### src/rtl/bols_pkg.sv
// Package for the bounded ordered list store: opcodes, status codes and the sequencer state type.
// Depends on nothing; the core refers to it by scoped names.
`timescale 1ns / 1ps
`default_nettype none

package bols_pkg;

	// Opcodes of an input beat.
	localparam logic [2:0] OP_INS_FRONT = 3'd0;
	localparam logic [2:0] OP_DUMP      = 3'd1;
	localparam logic [2:0] OP_DEL_FIRST = 3'd2;
	localparam logic [2:0] OP_INS_END   = 3'd3;
	localparam logic [2:0] OP_DEL_LAST  = 3'd4;
	localparam logic [2:0] OP_DEL_POS   = 3'd5;
	localparam logic [2:0] OP_COUNT     = 3'd6;

	// Status codes of a result beat.
	localparam logic [2:0] STAT_OK     = 3'd0;
	localparam logic [2:0] STAT_EMPTY  = 3'd1;
	localparam logic [2:0] STAT_BADPOS = 3'd2;
	localparam logic [2:0] STAT_BOUNDS = 3'd3;
	localparam logic [2:0] STAT_FULL   = 3'd4;

	// Sequencer states.
	typedef enum logic [2:0] {
		ST_IDLE,
		ST_EXEC,
		ST_MV_RD,
		ST_MV_WR,
		ST_DUMP,
		ST_DRAIN
	} state_t;

endpackage

`default_nettype wire

### src/rtl/bounded_ordered_list_store_core.sv
// Bounded ordered list store: a circular buffer in one RAM, run by a small sequencer.
// Depends on bols_pkg for opcodes, status codes and the state type.
//
// Channel   Signals                                   Direction  Handshake
// command   start, opcode, item_value, position       in         start & !busy
// result    result_valid, status, entry_value,        out        result_valid, one cycle,
//           entry_count, last                                    cannot be held off
//
// An accepted command keeps busy high through the execute state, so for insert, delete first,
// delete last and count the result shows in the same cycle as busy falls.
// Delete at position P of N entries moves N-P entries through the single RAM port pair,
// each with a read state (ST_MV_RD) followed by a write state (ST_MV_WR).
// A dump streams one entry per cycle behind the registered RAM read, then passes ST_DRAIN.
// Reset clears the entry count and head pointer; the RAM itself is not cleared.
// The receiver cannot stall: every result is shown for exactly one cycle.
`timescale 1ns / 1ps
`default_nettype none

module bounded_ordered_list_store_core #(
	parameter int CAPACITY = 32
) (
	input  wire logic               clk,
	input  wire logic               arst_n,
	input  wire logic               start,
	output logic                    busy,
	input  wire logic [2:0]         opcode,
	input  wire logic signed [31:0] item_value,
	input  wire logic [5:0]         position,
	output logic                    result_valid,
	output logic [2:0]              status,
	output logic signed [31:0]      entry_value,
	output logic [5:0]              entry_count,
	output logic                    last
);

	localparam int IW = $clog2(CAPACITY);
	localparam int CW = $clog2(CAPACITY + 1);
	localparam int PW = (CW > 6) ? CW : 6;

	// Control and payload registers.
	bols_pkg::state_t state_q, state_d;
	logic [CW-1:0] count_q, count_d;
	logic [IW-1:0] head_q, head_d;
	logic [CW-1:0] j_q, j_d;
	logic [2:0]    op_q;
	logic [31:0]   val_q;
	logic [5:0]    pos_q;
	logic          dmp_v_s1, dmp_v_d;
	logic          dmp_last_s1, dmp_last_d;

	// Memory and its ports.
	logic [31:0]   store_q [CAPACITY];
	logic [31:0]   rd_data_q;
	logic          rd_en, wr_en;
	logic [31:0]   wr_data;

	// Shared address unit.
	logic [CW-1:0] off;
	logic [IW:0]   addr_sum;
	logic [IW:0]   addr_wrap;
	logic [IW-1:0] addr;

	// Result staging.
	logic          res_v;
	logic [2:0]    res_stat;
	logic [31:0]   res_val;
	logic          res_last;
	logic          result_valid_q;
	logic [2:0]    status_q;
	logic [31:0]   entry_value_q;
	logic [5:0]    entry_count_q;
	logic          last_q;

	logic          accept;
	logic [CW-1:0] j_inc;
	logic          full, empty;
	logic [PW-1:0] pos_ext;
	logic [PW-1:0] count_ext;
	logic [PW-1:0] pos_m1;

	assign accept    = start & ~busy;
	assign busy      = (state_q != bols_pkg::ST_IDLE);
	assign j_inc     = j_q + CW'(1);
	assign full      = (count_q == CW'(CAPACITY));
	assign empty     = (count_q == '0);
	assign pos_ext   = PW'(pos_q);
	assign count_ext = PW'(count_q);
	assign pos_m1    = pos_ext - PW'(1);

	// Logical offset to physical RAM index, wrapped once around the buffer.
	always_comb begin
		addr_sum  = {1'b0, head_q} + (IW + 1)'(off);
		addr_wrap = (addr_sum >= (IW + 1)'(CAPACITY)) ? addr_sum - (IW + 1)'(CAPACITY)
			: addr_sum;
		addr      = addr_wrap[IW-1:0];
	end

	// Sequencer: next state, address unit control, RAM strobes and result staging.
	always_comb begin
		state_d    = state_q;
		count_d    = count_q;
		head_d     = head_q;
		j_d        = j_q;
		off        = '0;
		rd_en      = 1'b0;
		wr_en      = 1'b0;
		wr_data    = val_q;
		dmp_v_d    = 1'b0;
		dmp_last_d = 1'b0;
		res_v      = 1'b0;
		res_stat   = bols_pkg::STAT_OK;
		res_val    = '0;
		res_last   = 1'b1;

		case (state_q)
			bols_pkg::ST_IDLE: begin
				if (accept) begin
					state_d = bols_pkg::ST_EXEC;
				end
			end
			bols_pkg::ST_EXEC: begin
				state_d = bols_pkg::ST_IDLE;
				res_v   = 1'b1;
				case (op_q)
					bols_pkg::OP_INS_FRONT: begin
						if (full) begin
							res_stat = bols_pkg::STAT_FULL;
						end else begin
							off     = CW'(CAPACITY - 1);
							wr_en   = 1'b1;
							head_d  = addr;
							count_d = count_q + CW'(1);
						end
					end
					bols_pkg::OP_DUMP: begin
						if (empty) begin
							res_stat = bols_pkg::STAT_EMPTY;
						end else begin
							res_v   = 1'b0;
							j_d     = '0;
							state_d = bols_pkg::ST_DUMP;
						end
					end
					bols_pkg::OP_DEL_FIRST: begin
						if (empty) begin
							res_stat = bols_pkg::STAT_EMPTY;
						end else begin
							off     = CW'(1);
							head_d  = addr;
							count_d = count_q - CW'(1);
						end
					end
					bols_pkg::OP_INS_END: begin
						if (full) begin
							res_stat = bols_pkg::STAT_FULL;
						end else begin
							off     = count_q;
							wr_en   = 1'b1;
							count_d = count_q + CW'(1);
						end
					end
					bols_pkg::OP_DEL_LAST: begin
						if (empty) begin
							res_stat = bols_pkg::STAT_EMPTY;
						end else begin
							count_d = count_q - CW'(1);
						end
					end
					bols_pkg::OP_DEL_POS: begin
						if (empty) begin
							res_stat = bols_pkg::STAT_EMPTY;
						end else if (pos_q == '0) begin
							res_stat = bols_pkg::STAT_BADPOS;
						end else if (pos_ext > count_ext) begin
							res_stat = bols_pkg::STAT_BOUNDS;
						end else begin
							res_v   = 1'b0;
							j_d     = CW'(pos_m1);
							state_d = bols_pkg::ST_MV_RD;
						end
					end
					default: begin
						res_stat = bols_pkg::STAT_OK;
					end
				endcase
			end
			// Close the gap: fetch the entry behind the hole.
			bols_pkg::ST_MV_RD: begin
				if (j_inc < count_q) begin
					off     = j_inc;
					rd_en   = 1'b1;
					state_d = bols_pkg::ST_MV_WR;
				end else begin
					count_d = count_q - CW'(1);
					res_v   = 1'b1;
					state_d = bols_pkg::ST_IDLE;
				end
			end
			// Write the fetched entry one place toward the front.
			bols_pkg::ST_MV_WR: begin
				off     = j_q;
				wr_en   = 1'b1;
				wr_data = rd_data_q;
				j_d     = j_inc;
				state_d = bols_pkg::ST_MV_RD;
			end
			bols_pkg::ST_DUMP: begin
				off        = j_q;
				rd_en      = 1'b1;
				dmp_v_d    = 1'b1;
				dmp_last_d = (j_inc == count_q);
				j_d        = j_inc;
				if (j_inc == count_q) begin
					state_d = bols_pkg::ST_DRAIN;
				end
			end
			bols_pkg::ST_DRAIN: begin
				state_d = bols_pkg::ST_IDLE;
			end
			default: begin
				state_d = bols_pkg::ST_IDLE;
			end
		endcase

		// A dump beat leaves the RAM read register in the cycle after its read.
		if (dmp_v_s1) begin
			res_v    = 1'b1;
			res_stat = bols_pkg::STAT_OK;
			res_val  = rd_data_q;
			res_last = dmp_last_s1;
		end
	end

	// Control registers.
	always_ff @(posedge clk or negedge arst_n) begin
		if (!arst_n) begin
			state_q        <= bols_pkg::ST_IDLE;
			count_q        <= '0;
			head_q         <= '0;
			j_q            <= '0;
			dmp_v_s1       <= 1'b0;
			dmp_last_s1    <= 1'b0;
			result_valid_q <= 1'b0;
		end else begin
			state_q        <= state_d;
			count_q        <= count_d;
			head_q         <= head_d;
			j_q            <= j_d;
			dmp_v_s1       <= dmp_v_d;
			dmp_last_s1    <= dmp_last_d;
			result_valid_q <= res_v;
		end
	end

	// Command capture and result payload.
	always_ff @(posedge clk) begin
		if (accept) begin
			op_q  <= opcode;
			val_q <= item_value;
			pos_q <= position;
		end
		if (res_v) begin
			status_q      <= res_stat;
			entry_value_q <= res_val;
			entry_count_q <= 6'(count_d);
			last_q        <= res_last;
		end
	end

	// Entry RAM: one port addressed by the shared unit, registered read.
	always_ff @(posedge clk) begin
		if (wr_en) begin
			store_q[addr] <= wr_data;
		end
		if (rd_en) begin
			rd_data_q <= store_q[addr];
		end
	end

	assign result_valid = result_valid_q;
	assign status       = status_q;
	assign entry_value  = signed'(entry_value_q);
	assign entry_count  = entry_count_q;
	assign last         = last_q;

	// The list never holds more than its capacity.
	a_count_bound: assert property (@(posedge clk) disable iff (!arst_n)
		count_q <= CW'(CAPACITY))
		else $error("entry count above capacity");

	// The head pointer stays inside the buffer.
	a_head_bound: assert property (@(posedge clk) disable iff (!arst_n)
		head_q <= IW'(CAPACITY - 1))
		else $error("head pointer outside the buffer");

	// A pending dump beat never outlives busy.
	a_dump_drained: assert property (@(posedge clk) disable iff (!arst_n)
		!busy |-> !dmp_v_s1)
		else $error("dump beat pending while idle");

	// Dump beats stream without gaps until the last one.
	a_dump_stream: assert property (@(posedge clk) disable iff (!arst_n)
		(result_valid && !last) |=> result_valid)
		else $error("gap inside a dump stream");

	// An accepted command always occupies the sequencer.
	a_accept_busy: assert property (@(posedge clk) disable iff (!arst_n)
		(start && !busy) |=> busy)
		else $error("command accepted without going busy");

endmodule

`default_nettype wire
### config.mk
export PLATFORM = sky130hd
export DESIGN_NAME = bounded_ordered_list_store_core
export DESIGN_NICKNAME = d
export VERILOG_FILES = /design/src/rtl/bols_pkg.sv /design/src/rtl/bounded_ordered_list_store_core.sv
export SDC_FILE = /design/constraint.sdc
export NUM_CORES = 1
export LEC_CHECK = 0
export ABC_AREA = 1
export BUFFER_PORTS_ARGS = -buffer_cell sky130_fd_sc_hd__buf_2
export CORE_ASPECT_RATIO = 0.6
export CORE_MARGIN = 2
export CORE_UTILIZATION = 35
export DETAILED_ROUTE_END_ITERATION = 12
export GPL_TIMING_DRIVEN = 0
export PLACE_DENSITY = 0.51
export REMOVE_ABC_BUFFERS = 1
export SETUP_SLACK_MARGIN = 0.15
export SLEW_MARGIN = 10
export SYNTH_ARGS = -nofsm -noshare
export SYNTH_HDL_FRONTEND = slang
export SYNTH_SLANG_ARGS = --single-unit
export TNS_END_PERCENT = 10
### constraint.sdc
create_clock -name clk -period 6.94 [get_ports clk]
set_input_delay 0.347 -clock clk [delete_from_list [all_inputs] [get_ports clk]]
set_output_delay 0.347 -clock clk [all_outputs]
set_load 0.05 [all_outputs]
### Word-level counts from Yosys, hierarchy flattened

Memory sizes are Yosys's and may differ from the RTL's. A register that Yosys moved wholly into a read port is not among the register bits.
Index checks and enable logic that the tools add are counted.

| storage, ports and cells | value |
|---|---|
| bits in registers | 106 |
| memory bits (writable) | 1024 |
| memories kept | 1 |

Memories:

| name | depth | width | read ports | clocked after Yosys merged registers in | write ports | RTL line | source |
|---|---|---|---|---|---|---|---|
| store_q | 32 | 32 | 1 | 1 | 1 | bounded_ordered_list_store_core.sv:52 | `logic [31:0] store_q [CAPACITY];` |

| operators by class | value |
|---|---|
| add/subtract/negate cells | 6 |
| $lt $le $gt $ge | 3 |
| equality and inequality tests | 20 |
| muxes and demuxes | 54 |
| bitwise gates (word level) | 3 |
| reductions and logical operators | 15 |

Operators by type and width:

| kind | count |
|---|---|
| 6-bit two-way mux | 9 |
| 6-bit one-hot mux with 2 select lines | 4 |
| 6-bit one-hot mux with 3 select lines | 2 |
| 32-bit two-way mux | 1 |
| 5-bit two-way mux | 4 |
| 1-bit two-way mux | 15 |
| 3-bit one-hot mux with 5 select lines | 1 |
| 2-bit two-way mux | 7 |
| 6-bit by 1-bit adder with 6-bit output (second input constant) | 2 |
| 3-bit by 2-bit == test with 1-bit output (second input constant) | 4 |
| 6-bit logical NOT | 2 |
| 3-bit two-way mux | 4 |
| 3-bit inequality test (second input constant) | 4 |
| 6-bit by 1-bit subtractor with 6-bit output (second input constant) | 2 |
| 5-bit one-hot mux with 2 select lines | 1 |
| 3-bit == test (second input constant) | 3 |
| 3-bit one-hot mux with 3 select lines | 1 |
| 2-bit inequality test (second input constant) | 4 |
| 1-bit one-hot mux with 2 select lines | 4 |
| 2-bit OR reduction | 4 |
| 5-bit by 6-bit adder with 6-bit output | 1 |
| 3-bit by 1-bit == test with 1-bit output (second input constant) | 2 |
| 6-bit == test | 1 |
| 6-bit == test (second input constant) | 1 |
| other kinds (15) | 18 |

### Logic depth before layout (Yosys ltp)

| logic depth | value |
|---|---|
| depth after elaboration | 9 |
| gate-level depth with buffers | 27 |

### Least setup slack after synthesis

Ideal clock, no wire load.

| path | value |
|---|---|
| path type | register -> register |
| start | register j_q[0] |
| end | memory store_q[16][0], enable pin |
| library setup time | 0.421 ns |
| data arrival time | 4.939 ns |
| data required time | 6.519 ns |
| setup slack | 1.580 ns |
| stages on the path, launching flop included | 21 |
| path buffers | 2 |
| clock period less this slack | 5.360 ns |
| cells stage by stage | dfrtp_1 > ha_1 > nand3_1 > nand2_1 > nand2_1 > inv_1 > ha_1 > nand2_1 > inv_1 > nand2_1 > nand2_1 > nor2_1 > nand2_1 > o221ai_1 > ha_1 > fa_1 > nor2_1 > buf_2 > clkbuf_1 > nand2_1 > nor2_1 |

| on the way | value |
|---|---|
| longest elaborated chain between the ends | 7 |
| elaborated cells on any way between the ends | 8 |
| those cells by class | add/sub: 3; order compare: 2; mux: 3 |

RTL lines:

| element | RTL line | source |
|---|---|---|
| start: declaration | bounded_ordered_list_store_core.sv:44 | `logic [CW-1:0] j_q, j_d;` |
| start signal: assignment | bounded_ordered_list_store_core.sv:248 | `j_q <= j_d;` |
| 6-bit by 1-bit adder with 6-bit output | bounded_ordered_list_store_core.sv:83 | `assign j_inc = j_q + CW'(1);` |
| 6-bit < comparator | bounded_ordered_list_store_core.sv:189 | `if (j_inc < count_q) begin` |
| 6-bit two-way mux | bounded_ordered_list_store_core.sv:189 |  |
| 6-bit one-hot mux with 3 select lines (*) | bounded_ordered_list_store_core.sv:115 | `case (state_q)` |
| 5-bit by 6-bit adder with 6-bit output (*) | bounded_ordered_list_store_core.sv:92 | `addr_sum = {1'b0, head_q} + (IW + 1)'(off);` |
| net addr_sum[1] | bounded_ordered_list_store_core.sv:59 | `logic [IW:0] addr_sum;` |
| 5-bit by 1-bit subtractor with 5-bit output / 6-bit greater-or-equal comparator (equally long branches) | bounded_ordered_list_store_core.sv:93 | `addr_wrap = (addr_sum >= (IW + 1)'(CAPACITY)) ? addr_sum - (IW + 1)'(CAPACITY)` |
| 5-bit two-way mux (*) | bounded_ordered_list_store_core.sv:93 |  |
| end: declaration | bounded_ordered_list_store_core.sv:52 |  |

The timed path passes the listed nets; every way through them passes the cells marked *.

### Worst setup path after layout

| path | value |
|---|---|
| start | register j_q[0] |
| end | memory store_q[20][31], enable pin |

The elaborated chain is that of the path after synthesis.

==> metrics <==
CTS tree=done; final setup vio count=0; # DRC=0; Sink Count=1162; CP Max Fanout=26; clock latency on the worst-skew pair=0.71 ns; status=finished, final reports clean; RSZ-0062 raised after global routing=yes; PwrDens=491 mW/mm2; ranking of synthesized cells by area=edfxtp_1 (75%), nand2_1 (9.0%), a22oi_1 (5.3%); Fin Setup TNS=0 ns; final instance area=0.0543 mm2; mux share of post-synthesis cell area=0.00795; Fin. Hold Viols=0; CTS buffer count=110; yosys warns=0; layout cells sized above 1=0.125; Synth Cell Area=0.0453 mm2; detailed-route via count=27459; largest net degree at the start of global routing=75; root buffer cell=clkbuf_16; sequential share of the synthesized area=0.767; Slew HR=0.193; GP Congestion=0.787; post-DP HPWL=78200 um; Crit Reg-Reg Endpoint=store_q[20][31]; cells along the critical path=nand3_1 -> nand3b_1 -> xnor2_1 -> ha_1 -> nand2_1 -> nor2_1 -> nand2_1 -> inv_1 -> nor2_1 -> nand2_1 -> o221ai_1 -> ha_1 -> fa_1 -> nor2_4 -> buf_12 -> nand2_1 -> nor2_4 -> buf_12 -> buf_16; Max H-tree Level=3; All-Layer GR Usage=0.194; area of the die=0.133 mm2; Pins Over Slew Limit=0; Reg clk slew, reported paths=0.07 ns; Seq cells post-synth=1162; Worst Setup Slack, final=0.392 ns; Nets=3559; Max Cap Viol=0; Area after DPL=0.0504 mm2; slowest stage delay, CP=0.80 ns; CP Launch Type=register; FF-to-FF Start=j_q[0]; WP data arrival=6.95 ns; vias in the first global route=26570; Port Buffers=87; Clock Skew=0.0284 ns; Lkg Pwr=0.0188 uW; Critical Path End=store_q[20][31]; Syn Area/Cell=13.7 um2; FF-to-FF path depth=19; DRT Pass-1 Iters=5; flop-to-flop setup slack=0.39 ns; grt total ovfl=0; Synth Area in Simple Gates=0.120; Max Buffers Root-to-Sink=3; row cnt=102; Post-synth top cells=edfxtp_1 (1139), nand2_1 (1085), a22oi_1 (318); Mapped Cells=3302; post-layout util=0.422; Vias/cell=5.18; Synth cell types=44; Final Critical Period=6.55 ns; Max Freq=153 MHz; VDD IR max=0.000309 V; Initial Utilization=0.352; first-pass GRT wire length=187000 um; CP dominant cell by count=nand2_1; prevailing post-synth register cell=edfxtp_1; worst-margin pin slew=1.21 ns; core area=0.129 mm2; largest family of logic cells by synthesized area=simple AND/OR/NAND/NOR gates; Die X=469 um; Placement Setup Slack=0.543 ns; Async SR Flop Fraction=0.0198; I/O Pins=88; Hold Slack=0.182 ns; Synth Area in Adders=0.00624; die height=283 um; Slowest cell on crit path=nor2_4; diode count=0; Iteration-0 DRC Markers=2888; XOR/XNOR share of the synthesized area=0.00251; number of synthesized flops with an enable pin=1139; Critical Path RT=7.34 ns; Worst Hold Class=input port to async pin; WL/cell=24.5 um; largest area contributor in the netlist=edfxtp_1; category of the most critical setup path=register to register; nature of the critical path endpoint=register; share of the synthesized area in the top cell type=0.754; Routed WL=130000 um; compound-gate portion of the synthesized area=0.0730; fin crit share=0.944; initial antenna violation count=1; most common cell in the netlist=edfxtp_1; number of routed nets with antenna violations=0; area delta synth->final=19.8%; Worst Setup SP=j_q[0]
-- through the flow --
step	total power (uW)	cells
CTS	26900	5296
global placement	15700	4935
global route	28300	5298
finish	26600	5298
detailed placement	20900	5052
floorplan	14900	3132
-- routing by layer --
layer | vias to the layer above | GRT usage | wire [um] | share of wire
met5 | - | 0 | 0 | 0
met4 | 0 | 0.0467 | 2670 | 0.021
met3 | 165 | 0.0294 | 7300 | 0.056
met2 | 811 | 0.294 | 57500 | 0.44
met1 | 13976 | 0.293 | 62200 | 0.48
li1 | 12507 | - | - | -
-- where the power goes --
part           internal, uW  switching (uW)
clock network          3360            2590
logic                  3840            7750
registers              8860             238
total                 16100           10600
-- how the worst min path moves through the flow --
stage,start,end,cells after the start
floorplan,arst_n,count_ext[0],0
global placement,arst_n,count_ext[5],1
detailed placement,arst_n,count_ext[5],1
CTS,arst_n,j_q[4],2
global route,arst_n,dmp_last_s1,2
finish,arst_n,state_q[2],2
-- worst max-delay path: cells and delay by family (launching register included) --
family,cells,cell delay (ns)
and+or+nand+nor,10,3.20
AOI/OAI and AO/OA,1,0.31
buffers and inverters,4,0.78
xor gates and xnor gates,1,0.32
adders and majority gates,3,1.09
DFF,1,0.49
-- layout make-up --
class | count | area, um2
clock buffer | 142 | 2960
clock inverter | 59 | 542
fill | 11655 | 74500
inverter | 84 | 333
multi-input combinational | 1886 | 9860
sequential | 1162 | 34800
tap | 1716 | 2150
timing repair buffer | 249 | 3690
-- logic make-up after synthesis --
| logic type | Yosys count |
|---|---|
| AOI/OAI and AO/OA | 491 |
| DFF | 1162 |
| xor gates and xnor gates | 13 |
| muxes | 32 |
| adders and majority gates | 22 |
| and+or+nand+nor | 1328 |
| buffers and inverters | 254 |
-- sequential cells by signal (all words and copies together) (netlist names), 5 cells and up --
register,count
count_ext,6
entry_count,6
entry_value,32
head_q,5
j_q,6
pos_ext,6
rd_data_q,32
store_q,1024
val_q,32
-- what timing repair did --
item                                    4_1_cts  5_1_grt
setup buffers                                 0        2
endpoints found under the setup margin        0      147
hold buffers                                 43        0
hold endpoints to repair                     65        0
gates resized for setup                       0        1
-- layout by cell type (no fill, tap or decap), types with 3 or more instances in the layout --
cell and count:
o211ai_1 9, xor2_1 8, xnor2_1 3, nor2_1 20, clkinv_2 20, edfxtp_1 1139
clkinv_4 3, ha_1 21, a31oi_1 3, dlygate4sd3_1 43, clkbuf_16 114, nor2_2 3
o21ai_0 60, a21oi_1 77, nor2_4 36, buf_16 62, clkbuf_1 28, nand2_1 1084
a22oi_1 318, nor3_1 3, buf_2 87, nand4_1 104, bufinv_16 10, o21ai_1 12
and2_0 8, and2_1 23, mux2_2 32, clkinv_1 25, nand3_1 31, inv_1 77
dfrtp_1 22, o22ai_1 6, buf_12 55
Note: power is estimated with default switching activity, not from simulation.
